===== src/design/i2crm_pkg.sv =====
`default_nettype none
// ----------------------------------------------------------------------------
// i2crm_pkg
// shared types and constants of the i2c register master: command codes,
// the tick and result payloads and the reset values of the settings
// ----------------------------------------------------------------------------
package i2crm_pkg;

   // command carried with each tick
   typedef enum logic [1:0] {
      ACT_TICK  = 2'd0,
      ACT_READ  = 2'd1,
      ACT_WRITE = 2'd2,
      ACT_PROBE = 2'd3
   } action_type;

   localparam int unsigned DELAY_W         = 16;
   localparam int unsigned CNT_W           = 16;
   localparam int unsigned ACK_W           = 4;
   localparam logic [DELAY_W-1:0] DELAY_RESET = 16'd10;
   localparam int unsigned ACK_RETRIES_DEF = 10;
   localparam int unsigned COUNT_BITS_DEF  = 16;

   // one bus tick with its command and line sample
   typedef struct packed {
      action_type        action;
      logic [6:0]        device_addr;
      logic [15:0]       reg_addr;
      logic              reg_wide;
      logic [CNT_W-1:0]  byte_count;
      logic [7:0]        write_data;
      logic              write_valid;
      logic              sda_in;
   } req_type;

   // line drive and status after one tick
   typedef struct packed {
      logic       scl_out;
      logic       sda_out;
      logic       busy_res;
      logic       write_request;
      logic [7:0] read_data;
      logic       read_valid;
      logic       read_last;
      logic       done_res;
      logic       status;
   } rsp_type;

endpackage
`default_nettype wire


===== src/design/i2crm_engine.sv =====
`default_nettype none
// ----------------------------------------------------------------------------
// i2crm_engine
// bus sequencer: holds the transaction state and advances it by one tick
// whenever step is high, giving the line drive and status of that tick
// ----------------------------------------------------------------------------
module i2crm_engine #(
   parameter int unsigned ACK_RETRIES = i2crm_pkg::ACK_RETRIES_DEF,
   parameter int unsigned COUNT_BITS  = i2crm_pkg::COUNT_BITS_DEF
) (
   input  wire                                clock,
   input  wire                                reset,
   input  wire                                step,
   input  wire i2crm_pkg::req_type            item,
   input  wire [i2crm_pkg::DELAY_W-1:0]       delay_ticks,
   output i2crm_pkg::rsp_type                 result
);

   typedef enum logic [24:0] {
      PH_IDLE       = 25'h0000001,
      PH_ST1        = 25'h0000002,
      PH_ST2        = 25'h0000004,
      PH_TX_BIT     = 25'h0000008,
      PH_TX_CLK     = 25'h0000010,
      PH_TX_AFTER   = 25'h0000020,
      PH_ACK_REL    = 25'h0000040,
      PH_ACK_CLK    = 25'h0000080,
      PH_ACK_SAMPLE = 25'h0000100,
      PH_ACK_OK     = 25'h0000200,
      PH_ACK_FAIL   = 25'h0000400,
      PH_NEXT       = 25'h0000800,
      PH_WAIT_DATA  = 25'h0001000,
      PH_RX_START   = 25'h0002000,
      PH_RX_CLK     = 25'h0004000,
      PH_RX_SAMPLE  = 25'h0008000,
      PH_RX_REPLY   = 25'h0010000,
      PH_M_CLK      = 25'h0020000,
      PH_M_LOW      = 25'h0040000,
      PH_M_REL      = 25'h0080000,
      PH_STOP1      = 25'h0100000,
      PH_STOP2      = 25'h0200000,
      PH_STOP2E     = 25'h0400000,
      PH_END_OK     = 25'h0800000,
      PH_END_ERR    = 25'h1000000
   } phase_type;

   // which byte of the transaction is on the wire
   typedef enum logic [2:0] {
      STG_DEVICE = 3'd0,
      STG_REG_HI = 3'd1,
      STG_REG_LO = 3'd2,
      STG_RD_DEV = 3'd3,
      STG_DATA   = 3'd4
   } stage_type;

   localparam int unsigned DW = i2crm_pkg::DELAY_W;
   localparam int unsigned AW = i2crm_pkg::ACK_W;

   phase_type               phase_ff, phase_in;
   stage_type               stage_ff, stage_in;
   i2crm_pkg::action_type   kind_ff, kind_in;
   logic [DW-1:0]           wait_ff, wait_in;
   logic [2:0]              bit_ff, bit_in;
   logic [7:0]              shift_ff, shift_in;
   logic [COUNT_BITS-1:0]   left_ff, left_in;
   logic [AW-1:0]           tries_ff, tries_in;
   logic [6:0]              dev_ff, dev_in;
   logic [15:0]             reg_ff, reg_in;
   logic                    wide_ff, wide_in;
   logic                    scl_ff, scl_in;
   logic                    sda_ff, sda_in;

   logic                    go_en, go_scl, go_sda, tx_go, do_wait, do_dos;
   phase_type               go_phase;
   logic [DW-1:0]           delay_len;

   // a zero delay behaves as one tick
   assign delay_len = (delay_ticks == '0) ? '0 : delay_ticks - DW'(1);

   always_comb begin
      phase_in = phase_ff;
      stage_in = stage_ff;
      kind_in  = kind_ff;
      wait_in  = wait_ff;
      bit_in   = bit_ff;
      shift_in = shift_ff;
      left_in  = left_ff;
      tries_in = tries_ff;
      dev_in   = dev_ff;
      reg_in   = reg_ff;
      wide_in  = wide_ff;
      scl_in   = scl_ff;
      sda_in   = sda_ff;
      go_en    = 1'b0;
      go_scl   = 1'b0;
      go_sda   = 1'b0;
      go_phase = PH_IDLE;
      tx_go    = 1'b0;
      do_wait  = 1'b0;
      do_dos   = 1'b0;
      result   = '0;

      if (phase_ff == PH_IDLE) begin
         if (item.action != i2crm_pkg::ACT_TICK) begin
            kind_in  = item.action;
            dev_in   = item.device_addr;
            reg_in   = item.reg_addr;
            wide_in  = item.reg_wide;
            left_in  = item.byte_count[COUNT_BITS-1:0];
            stage_in = STG_DEVICE;
            shift_in = {item.device_addr, 1'b0};
            bit_in   = 3'd7;
            go_en = 1'b1; go_scl = 1'b1; go_sda = 1'b1; go_phase = PH_ST1;
         end
      end else if (wait_ff != '0) begin
         wait_in = wait_ff - DW'(1);
      end else begin
         case (phase_ff)
            PH_ST1: begin
               go_en = 1'b1; go_scl = 1'b1; go_sda = 1'b0; go_phase = PH_ST2;
            end
            PH_ST2: begin
               go_en = 1'b1; go_scl = 1'b0; go_sda = 1'b0; go_phase = PH_TX_BIT;
            end
            PH_TX_BIT: tx_go = 1'b1;
            PH_TX_CLK: begin
               go_en = 1'b1; go_scl = 1'b1; go_sda = sda_ff; go_phase = PH_TX_AFTER;
            end
            PH_TX_AFTER: begin
               if (bit_ff == 3'd0) begin
                  go_en = 1'b1; go_scl = 1'b0; go_sda = sda_ff; go_phase = PH_ACK_REL;
               end else begin
                  bit_in = bit_ff - 3'd1;
                  tx_go  = 1'b1;
               end
            end
            PH_ACK_REL: begin
               go_en = 1'b1; go_scl = scl_ff; go_sda = 1'b1; go_phase = PH_ACK_CLK;
            end
            PH_ACK_CLK: begin
               tries_in = AW'(ACK_RETRIES);
               go_en = 1'b1; go_scl = 1'b1; go_sda = 1'b1; go_phase = PH_ACK_SAMPLE;
            end
            PH_ACK_SAMPLE: begin
               go_en = 1'b1; go_sda = 1'b1;
               if (!item.sda_in) begin
                  go_scl = 1'b0; go_phase = PH_ACK_OK;
               end else if (tries_ff != '0) begin
                  tries_in = tries_ff - AW'(1);
                  go_scl = 1'b1; go_phase = PH_ACK_SAMPLE;
               end else begin
                  go_scl = 1'b0; go_phase = PH_ACK_FAIL;
               end
            end
            PH_ACK_OK: begin
               go_en = 1'b1;
               if (kind_ff == i2crm_pkg::ACT_PROBE) begin
                  go_scl = 1'b1; go_sda = 1'b0; go_phase = PH_STOP2;
               end else begin
                  go_scl = 1'b0; go_sda = 1'b1; go_phase = PH_NEXT;
               end
            end
            PH_ACK_FAIL: begin
               if (kind_ff == i2crm_pkg::ACT_PROBE) begin
                  go_en = 1'b1; go_scl = 1'b1; go_sda = 1'b0; go_phase = PH_STOP2E;
               end else begin
                  // no stop: lines stay as they are
                  phase_in        = PH_IDLE;
                  wait_in         = '0;
                  result.done_res = 1'b1;
                  result.status   = 1'b1;
               end
            end
            PH_NEXT: begin
               case (stage_ff)
                  STG_DEVICE: begin
                     bit_in = 3'd7;
                     tx_go  = 1'b1;
                     if (wide_ff) begin
                        shift_in = reg_ff[15:8];
                        stage_in = STG_REG_HI;
                     end else begin
                        shift_in = reg_ff[7:0];
                        stage_in = STG_REG_LO;
                     end
                  end
                  STG_REG_HI: begin
                     shift_in = reg_ff[7:0];
                     bit_in   = 3'd7;
                     stage_in = STG_REG_LO;
                     tx_go    = 1'b1;
                  end
                  STG_REG_LO: begin
                     if (kind_ff == i2crm_pkg::ACT_READ) begin
                        // repeated start with the read address
                        stage_in = STG_RD_DEV;
                        shift_in = {dev_ff, 1'b1};
                        bit_in   = 3'd7;
                        go_en = 1'b1; go_scl = 1'b1; go_sda = 1'b1; go_phase = PH_ST1;
                     end else begin
                        do_dos = 1'b1;
                     end
                  end
                  STG_RD_DEV: begin
                     if (left_ff == '0) begin
                        go_en = 1'b1; go_scl = 1'b1; go_sda = 1'b0; go_phase = PH_STOP2;
                     end else begin
                        shift_in = '0;
                        bit_in   = 3'd7;
                        go_en = 1'b1; go_scl = 1'b1; go_sda = 1'b1;
                        go_phase = PH_RX_SAMPLE;
                     end
                  end
                  default: do_dos = 1'b1;
               endcase
            end
            PH_WAIT_DATA: do_wait = 1'b1;
            PH_RX_START: begin
               shift_in = '0;
               bit_in   = 3'd7;
               go_en = 1'b1; go_scl = 1'b1; go_sda = 1'b1; go_phase = PH_RX_SAMPLE;
            end
            PH_RX_CLK: begin
               go_en = 1'b1; go_scl = 1'b1; go_sda = 1'b1; go_phase = PH_RX_SAMPLE;
            end
            PH_RX_SAMPLE: begin
               shift_in[bit_ff] = shift_ff[bit_ff] | item.sda_in;
               go_en = 1'b1; go_scl = 1'b0; go_sda = 1'b1;
               if (bit_ff == 3'd0) begin
                  result.read_valid = 1'b1;
                  result.read_data  = shift_in;
                  result.read_last  = (left_ff <= COUNT_BITS'(1));
                  left_in  = left_ff - COUNT_BITS'(1);
                  go_phase = PH_RX_REPLY;
               end else begin
                  bit_in   = bit_ff - 3'd1;
                  go_phase = PH_RX_CLK;
               end
            end
            PH_RX_REPLY: begin
               // ack unless that was the last byte
               go_en = 1'b1; go_scl = 1'b0; go_sda = (left_ff == '0); go_phase = PH_M_CLK;
            end
            PH_M_CLK: begin
               go_en = 1'b1; go_scl = 1'b1; go_sda = sda_ff; go_phase = PH_M_LOW;
            end
            PH_M_LOW: begin
               go_en = 1'b1; go_scl = 1'b0; go_sda = sda_ff;
               go_phase = (left_ff != '0) ? PH_M_REL : PH_STOP1;
            end
            PH_M_REL: begin
               go_en = 1'b1; go_scl = 1'b0; go_sda = 1'b1; go_phase = PH_RX_START;
            end
            PH_STOP1: begin
               go_en = 1'b1; go_scl = 1'b1; go_sda = 1'b0; go_phase = PH_STOP2;
            end
            PH_STOP2: begin
               go_en = 1'b1; go_scl = 1'b1; go_sda = 1'b1; go_phase = PH_END_OK;
            end
            PH_STOP2E: begin
               go_en = 1'b1; go_scl = 1'b1; go_sda = 1'b1; go_phase = PH_END_ERR;
            end
            PH_END_OK: begin
               phase_in        = PH_IDLE;
               wait_in         = '0;
               result.done_res = 1'b1;
               result.status   = 1'b0;
            end
            PH_END_ERR: begin
               phase_in        = PH_IDLE;
               wait_in         = '0;
               result.done_res = 1'b1;
               result.status   = 1'b1;
            end
            default: begin
               phase_in = PH_IDLE;
               wait_in  = '0;
            end
         endcase
      end

      // more data or stop
      if (do_dos) begin
         if (left_ff == '0) begin
            go_en = 1'b1; go_scl = 1'b1; go_sda = 1'b0; go_phase = PH_STOP2;
         end else begin
            do_wait = 1'b1;
         end
      end

      // ask for the next write byte, take it when offered
      if (do_wait) begin
         phase_in             = PH_WAIT_DATA;
         wait_in              = '0;
         result.write_request = 1'b1;
         if (item.write_valid) begin
            left_in  = left_ff - COUNT_BITS'(1);
            shift_in = item.write_data;
            bit_in   = 3'd7;
            stage_in = STG_DATA;
            tx_go    = 1'b1;
         end
      end

      if (go_en) begin
         scl_in   = go_scl;
         sda_in   = go_sda;
         wait_in  = delay_len;
         phase_in = go_phase;
      end

      // drive the current bit with scl low
      if (tx_go) begin
         scl_in   = 1'b0;
         sda_in   = shift_in[bit_in];
         wait_in  = delay_len;
         phase_in = PH_TX_CLK;
      end

      result.scl_out  = scl_in;
      result.sda_out  = sda_in;
      result.busy_res = (phase_in != PH_IDLE);
   end

   always_ff @(posedge clock) begin
      if (reset) begin
         phase_ff <= PH_IDLE;
         stage_ff <= STG_DEVICE;
         kind_ff  <= i2crm_pkg::ACT_TICK;
         wait_ff  <= '0;
         bit_ff   <= 3'd7;
         shift_ff <= '0;
         left_ff  <= '0;
         tries_ff <= '0;
         dev_ff   <= '0;
         reg_ff   <= '0;
         wide_ff  <= 1'b0;
         scl_ff   <= 1'b1;
         sda_ff   <= 1'b1;
      end else if (step) begin
         phase_ff <= phase_in;
         stage_ff <= stage_in;
         kind_ff  <= kind_in;
         wait_ff  <= wait_in;
         bit_ff   <= bit_in;
         shift_ff <= shift_in;
         left_ff  <= left_in;
         tries_ff <= tries_in;
         dev_ff   <= dev_in;
         reg_ff   <= reg_in;
         wide_ff  <= wide_in;
         scl_ff   <= scl_in;
         sda_ff   <= sda_in;
      end
   end

endmodule
`default_nettype wire


===== src/design/i2c_register_master_unit.sv =====
`default_nettype none
// ----------------------------------------------------------------------------
// i2c_register_master_unit
// open-drain i2c master for register reads, register writes and probes
// ----------------------------------------------------------------------------
// usage
//  - every req transfer is one bus tick: it carries a command (honoured only
//    while idle), the offered write byte and the sampled sda level
//  - every req transfer yields exactly one rsp transfer with the scl/sda
//    drive, busy, the write byte request, a read byte and done/status
//  - csr carries delay_ticks, the length of each bus delay in ticks; write
//    it only while no transaction is running
//  - a tick passes through the input register and then into the output
//    register; throughput is one tick per clock cycle while rsp is not
//    stalled, set by the input register feeding the sequencer step
//  - a stalled rsp holds its result; the input register still takes one
//    more tick, after which req_stall rises until rsp moves again
//  - reset: bus released (scl and sda high), sequencer idle, both registers
//    empty, delay_ticks back to ten
// ----------------------------------------------------------------------------
module i2c_register_master_unit #(
   parameter int unsigned ACK_RETRIES = i2crm_pkg::ACK_RETRIES_DEF,
   parameter int unsigned COUNT_BITS  = i2crm_pkg::COUNT_BITS_DEF
) (
   input  wire                              clock,
   input  wire                              reset,
   // tick channel
   input  wire                              req_valid,
   output logic                             req_stall,
   input  wire i2crm_pkg::req_type          req_data,
   // result channel
   output logic                             rsp_valid,
   input  wire                              rsp_stall,
   output i2crm_pkg::rsp_type               rsp_data,
   // settings channel
   input  wire                              csr_valid,
   output logic                             csr_ready,
   input  wire [i2crm_pkg::DELAY_W-1:0]     csr_data
);

   i2crm_pkg::req_type                 item_ff;
   logic                               item_valid_ff, item_valid_in;
   i2crm_pkg::rsp_type                 rsp_ff, step_result;
   logic                               rsp_valid_ff, rsp_valid_in;
   logic [i2crm_pkg::DELAY_W-1:0]      delay_ff;
   logic                               advance, req_take;

   // the held tick moves on when the output register is free or emptying
   assign advance   = item_valid_ff && (!rsp_valid_ff || !rsp_stall);
   assign req_stall = item_valid_ff && !advance;
   assign req_take  = req_valid && !req_stall;

   assign item_valid_in = req_take || (item_valid_ff && !advance);
   assign rsp_valid_in  = advance || (rsp_valid_ff && rsp_stall);

   // settings are always taken
   assign csr_ready = 1'b1;

   i2crm_engine #(
      .ACK_RETRIES (ACK_RETRIES),
      .COUNT_BITS  (COUNT_BITS)
   ) u_engine (
      .clock       (clock),
      .reset       (reset),
      .step        (advance),
      .item        (item_ff),
      .delay_ticks (delay_ff),
      .result      (step_result)
   );

   // input register
   always_ff @(posedge clock) begin
      if (reset) begin
         item_valid_ff <= 1'b0;
      end else begin
         item_valid_ff <= item_valid_in;
      end
      if (req_take) begin
         item_ff <= req_data;
      end
   end

   // output register
   always_ff @(posedge clock) begin
      if (reset) begin
         rsp_valid_ff <= 1'b0;
      end else begin
         rsp_valid_ff <= rsp_valid_in;
      end
      if (advance) begin
         rsp_ff <= step_result;
      end
   end

   // delay setting
   always_ff @(posedge clock) begin
      if (reset) begin
         delay_ff <= i2crm_pkg::DELAY_RESET;
      end else if (csr_valid && csr_ready) begin
         delay_ff <= csr_data;
      end
   end

   assign rsp_valid = rsp_valid_ff;
   assign rsp_data  = rsp_ff;

endmodule
`default_nettype wire

===== config.mk =====
export PLATFORM = sky130hd
export DESIGN_NAME = i2c_register_master_unit
export DESIGN_NICKNAME = d
export VERILOG_FILES = /design/src/design/i2crm_pkg.sv /design/src/design/i2crm_engine.sv /design/src/design/i2c_register_master_unit.sv
export SDC_FILE = /design/constraint.sdc
export NUM_CORES = 1
export LEC_CHECK = 0
export ABC_AREA = 1
export BUFFER_PORTS_ARGS = -buffer_cell sky130_fd_sc_hd__buf_4
export CAP_MARGIN = 0
export CORE_UTILIZATION = 48
export CTS_CLUSTER_DIAMETER = 60
export CTS_CLUSTER_SIZE = 24
export DETAILED_ROUTE_END_ITERATION = 8
export PLACE_DENSITY = 0.78
export SLEW_MARGIN = 20
export SYNTH_ARGS = -nofsm -noshare
export SYNTH_HDL_FRONTEND = slang
export SYNTH_SLANG_ARGS = --single-unit

===== constraint.sdc =====
create_clock -name clock -period 2.6 [get_ports clock]
set_input_delay 0.52 -clock clock [delete_from_list [all_inputs] [get_ports clock]]
set_output_delay 0.52 -clock clock [all_outputs]
set_load 0.005 [all_outputs]

==> results of run 1 <==
-- final cells by class --
| cell class | instances | area share |
|---|---|---|
| clock buffer | 18 | 0.0260 |
| clock inverter | 14 | 0.00942 |
| inverter | 179 | 0.0427 |
| multi-input combinational | 1237 | 0.411 |
| sequential | 189 | 0.267 |
| tap | 319 | 0.0237 |
| timing repair buffer | 458 | 0.220 |
| timing repair inverter | 1 | 0.000445 |
-- through the flow --
step,area [um2],hold slack (ns)
3_3_place_gp,14700,0.454
2_1_floorplan,11500,0.447
3_5_place_dp,14700,0.459
6_report,16900,0.235
4_1_cts,15900,0.230
5_1_grt,16900,0.229
-- worst max path at each step --
stage	to	slack, ns	depth (start not counted)
final	rsp_data[13]	-0.11	20
after detailed placement	u_engine.phase_ff[8]	-0.36	14
after global placement	rsp_data[13]	-0.36	20
after floorplan	rsp_data[13]	0.08	20
after global routing	u_engine.sda_ff	-0.22	23
after CTS	rsp_data[13]	-0.03	22
-- critical path: cells and delay by family, from the launching register on --
kind | cells | cell delay (ns)
simple gates | 13 | 1.24
buf+inv | 6 | 0.71
flops | 1 | 0.34
compound gates | 1 | 0.15
-- layer usage --
metal | up-vias | routed length [um] | track usage
met1 | 6239 | 17400 | 0.429
li1 | 6343 | - | -
met3 | 142 | 3110 | 0.0534
met5 | - | 0 | 0
met4 | 0 | 2200 | 0.170
met2 | 671 | 21000 | 0.587
-- registers in the layout (all words and copies together), names as in the netlist, 2 cells and up --
name and flops:
u_engine.kind_ff 2, u_engine.reg_ff 16, u_engine.left_ff 16, u_engine.shift_ff 8, u_engine.dev_ff 7, u_engine.wait_ff 16, u_engine.tries_ff 4, item_ff 52
rsp_data 16, u_engine.stage_ff 3, u_engine.phase_ff 25, u_engine.bit_ff 3, delay_ff 16
-- placed cells by master (no fill, tap or decap), types with 14 or more instances in the layout --
cell type and instances:
buf_4 409, nand2_1 317, nor2_1 214, inv_1 148, o21ai_0 122, dfxtp_1 97
nand3_1 90, a21oi_1 87, edfxtp_1 68, nand2_2 50, buf_6 39, nor2_4 38
nand4_1 36, nand3_2 29, nor2_2 24, o21ai_1 24, dfxtp_2 24, nor3_1 21
clkbuf_16 19, o21ai_2 17, xor2_1 17, inv_2 15, nand2_4 14, xnor2_1 14
-- repair_timing --
| action | CTS | global route |
|---|---|---|
| resized for setup | 97 | 215 |
| pin swaps | 37 | 79 |
| cloned | 3 | 2 |
| endpoints found under the setup margin | 79 | 58 |
| buffers inserted | 29 | 25 |
-- cell families (layout without fill, tap and decap cells) --
kind of cell	after synthesis	count (layout)	synth area share
XOR/XNOR	31	31	0.0236
flip-flops	189	189	0.387
AO/OA/AOI/OAI	307	307	0.144
other	1	1	0.000325
AND/OR/NAND/NOR	888	890	0.351
buffers and inverters	238	670	0.0848
adder cells (fa/ha/maj)	8	8	0.00869
-- power by group through the flow --
stage	logic [W]	registers [W]	clock network, W
after CTS	0.00208	0.00332	0.00275
after global routing	0.00254	0.00335	0.00284
after global placement	0.00189	0.00338	0
after floorplan	0.000993	0.00338	0
after detailed placement	0.00191	0.00338	0
final	0.00238	0.00334	0.00272
==> metrics.md, run 1 <==
| Metric | Value |
|---|---|
| Status | `complete, but fails checks` |
| Violated checks | `setup timing` |
| Hpwl dp | `about 31000 um` |
| Synth area leader | `dfxtp_1` |
| Final Wtd Congestion | `1.01` |
| CP Capture Type | `flip-flop` |
| Hold EP | `item_ff[45]` |
| Cells after synthesis | `1662` |
| Post-route DRC | `0` |
| Synth Register Bits | `189` |
| Critical Path Start | `u_engine.phase_ff[22]` |
| Final WS setup | `-0.105 ns` |
| Overflow after GRT | `0` |
| Final Setup Violations | `16` |
| Startpoint types | `flip-flop` |
| Largest cells by area after synthesis | `dfxtp_1 21%, edfxtp_1 18%, nand2_1 12%` |
| Initial antenna violation count | `0` |
| Highest clock rate | `370 MHz` |
| Sequential share of the synthesized area | `0.387` |
| CTS max path bufs | `2` |
| Reg2Reg Setup Slack | `-0.11 ns` |
| Synth top area share | `0.210` |
| Switching Fraction | `0.334` |
| Layout cell share with drive strength beyond 1 | `0.366` |
| Area grow syn2layout | `46.3%` |
| First-pass GRT wire length | `65100 um` |
| Ys async rst share | `0` |
| # rows | `56` |
| Antenna Cells | `0` |
| Syn. warnings | `0` |
| Final non-filler cell total | `2415` |
| Initial cell density of the core | `0.491` |
| Later-pin clock latency in the skew report | `roughly 0.46 ns` |
| Hold_sp | `req_data[45]` |
| CP Max Fanout | `7` |
| Clock share of power | `0.323` |
| Syn Area/Cell | `6.93 um2` |
| NetSw | `about 0.0028 W` |
| Vias in the first global route | `12400` |
| Drt wl/cell | `18.1 um` |
| Pin count of the biggest net entering global routing | `~80` |
| Mapped Nets | `1743` |
| First-pass detailed-route iteration total | `8` |
| Die area | `roughly 25000 um2` |
| CTS tree | `done` |
| Max-Cap Viols | `0` |
| CTS buffer count | `17` |
| Final hold viol count | `0` |
| Register Area | `4490 um2` |
| Min-delay worst type | `input pin to flip-flop` |
| Most frequent cell after synthesis | `nand2_1` |
| Required time worst endpoint | `2.80 ns` |
| Clock root buffer | `clkbuf_16` |
| PortBufs | `90` |
| Placed Cells | `approximately 2300` |
| Synth Flop Type | `dfxtp_1` |
| GRT Total Usage | `0.346` |
| Post-synth top cells | `363 x nand2_1, 243 x nor2_1, 160 x inv_1` |
| Routed WL | `between 40000 and 50000 um` |
| Worst path cell trace | `nor2_4 > buf_6 > nand2_4 > inv_4 > nand3_4 > buf_6 > buf_4 > a21oi_2 > nor2_4 > nand4_1 > nand2_2 > nand2_4 > buf_6 > nand2_1 > nand2_2 > nand2_1 > inv_1 > nand3_1 > nor2_1 > nand2_1` |
| Total chip power | `0.00843 W` |
| Worst path arrival time | `2.91 ns` |
| Max-slew violations | `0` |
| Post-synth cell types | `60` |
| Routed Antenna Nets | `0` |
| Htree depth | `4` |
| TNS Setup | `-0.559 ns` |
| Pint | `0.00562 W` |
| Combinational share of power | `0.282` |
| Vert. Die Dim | `157 um` |
| Worst r2r src | `u_engine.phase_ff[22]` |
| Multi-input gate area | `6930 um2` |
| Critical-path top delay cell | `dfxtp_2` |
| Filler Cells Inserted | `1821` |
| Clk sinks | `189` |
| Core area | `23500 um2` |
| WHS Path Cells | `1` |
| Fin crit share | `1.04` |
| IO Pins | `92` |
| Post-layout min period | `2.71 ns` |
| Slowest cell delay on critical path | `~0.34 ns` |
| Relative slew slack | `0.463` |
| Fin util | `0.718` |
| EDFF count, synth | `68` |
| RSZ-0062 raised after global routing | `true` |
| Worst R2R Path Depth | `20` |
| Via count | `13400` |
| Die Wd | `157 um` |
| DR vias/cell | `5.55` |
| Initial drt markers | `1207` |
| Reg power frac | `0.396` |
| Layout Skew | `0.0218 ns` |
| Worst Setup Path Type | `flip-flop to flip-flop` |
| Pwr/cell area | `~500 nW/um2` |
| # hold bufs at CTS | `0` |
| R2r endpoint | `rsp_data[13]` |
| Pleak | `7.87 nW` |
| Setup slack at placement | `-0.360 ns` |
| Worst-Margin Slew | `0.805 ns` |
| Post-Syn Area | `11500 um2` |
| # nets final | `2164` |
| Clock slew at reported path FFs | `0.08 ns` |
| Peak supply drop | `roughly 0.45 mV` |
Power figures use the tool's default switching activity.
==> inputs of run 2 (changes only) <==
--- a/config.mk
+++ b/config.mk
@@ -12,8 +12,10 @@
 export CTS_CLUSTER_DIAMETER = 60
 export CTS_CLUSTER_SIZE = 24
 export DETAILED_ROUTE_END_ITERATION = 8
+export GPL_TIMING_DRIVEN = 0
 export PLACE_DENSITY = 0.78
 export SLEW_MARGIN = 20
 export SYNTH_ARGS = -nofsm -noshare
 export SYNTH_HDL_FRONTEND = slang
+export SYNTH_HIERARCHICAL = 1
 export SYNTH_SLANG_ARGS = --single-unit
==> run 2 against run 1 <==
- the run still ends with setup timing left
- critical path depth is 1 lower
- routed wire length decreased by 8.7%
- final cell count is 13% lower
- flip-flop and latch count stayed put
- fmax fell by 3.3%
- register-to-register slack worse by 0.09 ns
- clock skew is 0.011 ns lower
- count of clock-buffer cells in the layout fell by 1
- die area is 3.6% lower
- hold slack worse by 0.0069 ns
- critical path type unchanged
==> metrics.md, run 2 <==
| Metric | Value |
|---|---|
| Status | `complete, but fails checks` |
| Violated checks | `setup timing` |
| Worst R2R Path Depth | `19 (-5.0%)` |
| Most frequent cells in the layout | `284 x nand2_1, 190 x buf_4, 167 x nor2_1, 149 x inv_1, 146 x o21ai_0` |
| Clock root buffer | `clkbuf_16` |
| Die Wd | `154 um (-1.8%)` |
| Synth area leader | `dfxtp_1` |
| Filler Cells Inserted | `1882 (+3.3%)` |
| Synth top area share | `0.218 (+0.00791)` |
| Final Setup Violations | `18 (+2)` |
| Post-layout min period | `2.80 ns (+0.0920 ns)` |
| Pleak | `6.45 nW (-18%)` |
| Initial drt markers | `1671 (+38%)` |
| First-pass GRT wire length | `60700 um (-6.8%)` |
| Most frequent CP cell | `nand2_1` |
| Register Area | `4530 um2 (+0.84%)` |
| Startpoint types | `flip-flop` |
| Max reg flops | `52 (unchanged)` |
| Final WS setup | `-0.197 ns (-0.0920 ns)` |
| Clock share of power | `0.355 (+0.032)` |
| Overflow after GRT | `0 (unchanged)` |
| Most frequent cell after synthesis | `nand2_1` |
| Worst path arrival time | `3.01 ns (+0.10 ns)` |
| Post-route DRC | `0 (unchanged)` |
| Initial antenna violation count | `0 (unchanged)` |
| Final Wtd Congestion | `0.996 (-1.8%)` |
| Pin count of the biggest net entering global routing | `37 (-55%)` |
| Later-pin clock latency in the skew report | `0.46 ns (about the same)` |
| Largest cells by area after synthesis | `dfxtp_1 22%, edfxtp_1 18%, nand2_1 11%` |
| Routed WL | `40000 um (-8.7%)` |
| IO Pins | `92 (unchanged)` |
| RSZ-0062 raised after global routing | `true` |
| Worst r2r src | `u_engine/phase_ff[17]` |
| Slowest cell delay on critical path | `0.37 ns (+0.03 ns)` |
| Top reg by flops | `item_ff` |
| Placed Cells | `1962 (-16%)` |
| Pwr/cell area | `563 nW/um2 (+12%)` |
| Fin crit share | `1.08 (+0.0354)` |
| Post-synth cell types | `53 (-12%)` |
| Layout cell share with drive strength beyond 1 | `0.277 (-0.0894)` |
| CP Capture Type | `flip-flop` |
| CTS buffer count | `17 (unchanged)` |
| Relative slew slack | `0.458 (-0.00510)` |
| Hold_sp | `req_data[24]` |
| # rows | `55 (-1.8%)` |
| NetSw | `0.00289 W (+2.5%)` |
| Antenna Cells | `0 (unchanged)` |
| Initial cell density of the core | `0.490 (about the same)` |
| Final hold viol count | `0 (unchanged)` |
| Reg power frac | `0.406 (+0.010)` |
| Core area | `22600 um2 (-3.5%)` |
| EDFF count, synth | `68 (unchanged)` |
| Worst Setup Path Type | `flip-flop to flip-flop` |
| Synth Register Bits | `189 (unchanged)` |
| Routed Antenna Nets | `0 (unchanged)` |
| First-pass detailed-route iteration total | `8 (unchanged)` |
| Min-delay worst type | `input pin to flip-flop` |
| Reg2Reg Setup Slack | `-0.20 ns (-0.09 ns)` |
| Required time worst endpoint | `2.82 ns (+0.02 ns)` |
| Ys async rst share | `0 (unchanged)` |
| Drt wl/cell | `19.0 um (+4.9%)` |
| Mapped Nets | `1666 (-4.4%)` |
| Peak supply drop | `0.381 mV (-15%)` |
| WHS Path Cells | `1 (unchanged)` |
| Vias in the first global route | `11500 (-6.9%)` |
| Pint | `0.00541 W (-3.6%)` |
| Post-Syn Area | `11100 um2 (-3.6%)` |
| Worst-Margin Slew | `0.813 ns (+0.00765 ns)` |
| Clock slew at reported path FFs | `0.09 ns (about the same)` |
| Sequential share of the synthesized area | `0.402 (+0.0146)` |
| Max-slew violations | `0 (unchanged)` |
| Biggest regs | `item_ff x52, u_engine/phase_ff x25` |
| Synth Flop Type | `dfxtp_1` |
| R2r endpoint | `rsp_data[13]` |
| GRT Total Usage | `0.332 (-0.0143)` |
| Final non-filler cell total | `2101 (-13%)` |
| Multi-input gate area | `6440 um2 (-7.0%)` |
| Cells after synthesis | `1586 (-4.6%)` |
| Switching Fraction | `0.348 (+0.0137)` |
| Max-Cap Viols | `0 (unchanged)` |
| Via count | `12400 (-7.7%)` |
| PortBufs | `90 (unchanged)` |
| CTS max path bufs | `2 (unchanged)` |
| Combinational share of power | `0.239 (-0.043)` |
| Vert. Die Dim | `154 um (-1.8%)` |
| Area grow syn2layout | `32.9%` |
| Post-synth top cells | `329 x nand2_1, 211 x nor2_1, 169 x inv_1` |
| # hold bufs at CTS | `0 (unchanged)` |
| DR vias/cell | `5.89 (+6.1%)` |
| Layout Skew | `0.0109 ns (-0.0108 ns)` |
| Die area | `23700 um2 (-3.6%)` |
| Critical-path top delay cell | `dfxtp_4` |
| Syn Area/Cell | `7.00 um2 (+0.99%)` |
| Highest clock rate | `357 MHz (-3.3%)` |
| Commonest non-fill, non-tap cell in the layout | `nand2_1` |
| CTS tree | `done` |
| Hold EP | `item_ff[24]` |
| Htree depth | `4 (unchanged)` |
| Hpwl dp | `26900 um (-14%)` |
| Syn. warnings | `6 (+6)` |
| Hold slack final | `0.228 ns (-0.00694 ns)` |
| CP Max Fanout | `5 (-2)` |
| Worst path cell trace | `nor2_4 > nand2_4 > nor2_4 > buf_12 > nand2_8 > nor3_4 > inv_1 > nand2_2 > nor2_4 > nand3_4 > nand2_2 > nand3_1 > nand2_1 > nand2_1 > nand2_1 > nor2_1 > nand2_1 > nor2_1 > nand3_1` |
| # nets final | `1883 (-13%)` |
| Clk sinks | `189 (unchanged)` |
-- run 2: cell count changes in the layout (fill, tap and decap cells not counted), moves of 22 or more --
| cell | before | now |
|---|---|---|
| a21oi_1 | 87 | 118 |
| buf_4 | 409 | 190 |
| clkbuf_1 | 0 | 27 |
| nand2_1 | 317 | 284 |
| nor2_1 | 214 | 167 |
| nand3_2 | 29 | 7 |
| o21ai_0 | 122 | 146 |
-- run 2: layout make-up --
type	instances	share of cell area
inverters	180	0.0471
plain buffers	59	0.0258
well taps	285	0.0242
flip-flops and latches	189	0.307
clock inverters	15	0.0172
clock buffers	17	0.0288
multi-input cells	1155	0.436
repair buffers	201	0.114
-- run 2: per-layer routing --
layer	vias up	GRT usage	part of all wire
met5	-	0	0
met2	774	0.532	0.45
met4	0	0.168	0.052
li1	5713	-	-
met3	174	0.0716	0.10
met1	5706	0.422	0.39
-- run 2: logic make-up (layout without fill, tap and decap cells) --
| family | after synthesis | in the layout | share of synthesized area |
|---|---|---|---|
| buffers and inverters | 243 | 472 | 0.0891 |
| AND/OR/NAND/NOR | 770 | 771 | 0.306 |
| flip-flops | 189 | 189 | 0.402 |
| adder cells (fa/ha/maj) | 7 | 7 | 0.00789 |
| AO/OA/AOI/OAI | 346 | 346 | 0.171 |
| other | 1 | 1 | 0.000338 |
| XOR/XNOR | 30 | 30 | 0.0237 |
-- run 2: per-stage QoR --
| stage | TNS [ns] | power, W | setup WS (ns) | area (um2) | utilization |
|---|---|---|---|---|---|
| after global placement | -102.53 | 0.00476 | -1.42 | 12100 | 0.536 |
| after global routing | -4.02 | 0.00859 | -0.350 | 14800 | 0.652 |
| final | -1.42 | 0.00830 | -0.197 | 14800 | 0.652 |
| after detailed placement | -62.79 | 0.00478 | -1.10 | 12200 | 0.537 |
| after floorplan | 0 | 0.00432 | 0.0220 | 11100 | - |
| after CTS | -0.175 | 0.00807 | -0.0968 | 14200 | 0.627 |
-- run 2: worst max-delay path by stage --
stage | startpoint | to | slack, ns
after CTS | u_engine/phase_ff[7] | rsp_data[13] | -0.1
after detailed placement | rsp_stall | u_engine/dev_ff[6] | -1.10
after floorplan | u_engine/bit_ff[0] | rsp_data[13] | 0.02
after global placement | rsp_stall | u_engine/dev_ff[6] | -1.42
final | u_engine/phase_ff[17] | rsp_data[13] | -0.20
after global routing | u_engine/phase_ff[10] | rsp_data[13] | -0.35
-- run 2: timing repair --
item                       CTS  global route
setup endpoints to repair  108            47
setup buffers               87            23
pin swaps                   47            54
hold endpoints to repair     0             0
resized for setup          214           104
cloned                       1             1
-- run 2: power groups by stage --
| stage | clock network, W | logic [W] | registers [W] |
|---|---|---|---|
| global placement | 0 | 0.00134 | 0.00341 |
| finish | 0.00295 | 0.00198 | 0.00337 |
| detailed placement | 0 | 0.00137 | 0.00341 |
| floorplan | 0 | 0.000945 | 0.00338 |
| global route | 0.00310 | 0.00211 | 0.00339 |
| CTS | 0.00298 | 0.00174 | 0.00336 |
-- run 2: critical path: cells and delay by family (launching register included) --
family	cells	cell delay (ns)
buf+inv	2	0.23
flops	1	0.37
simple gates	17	1.94
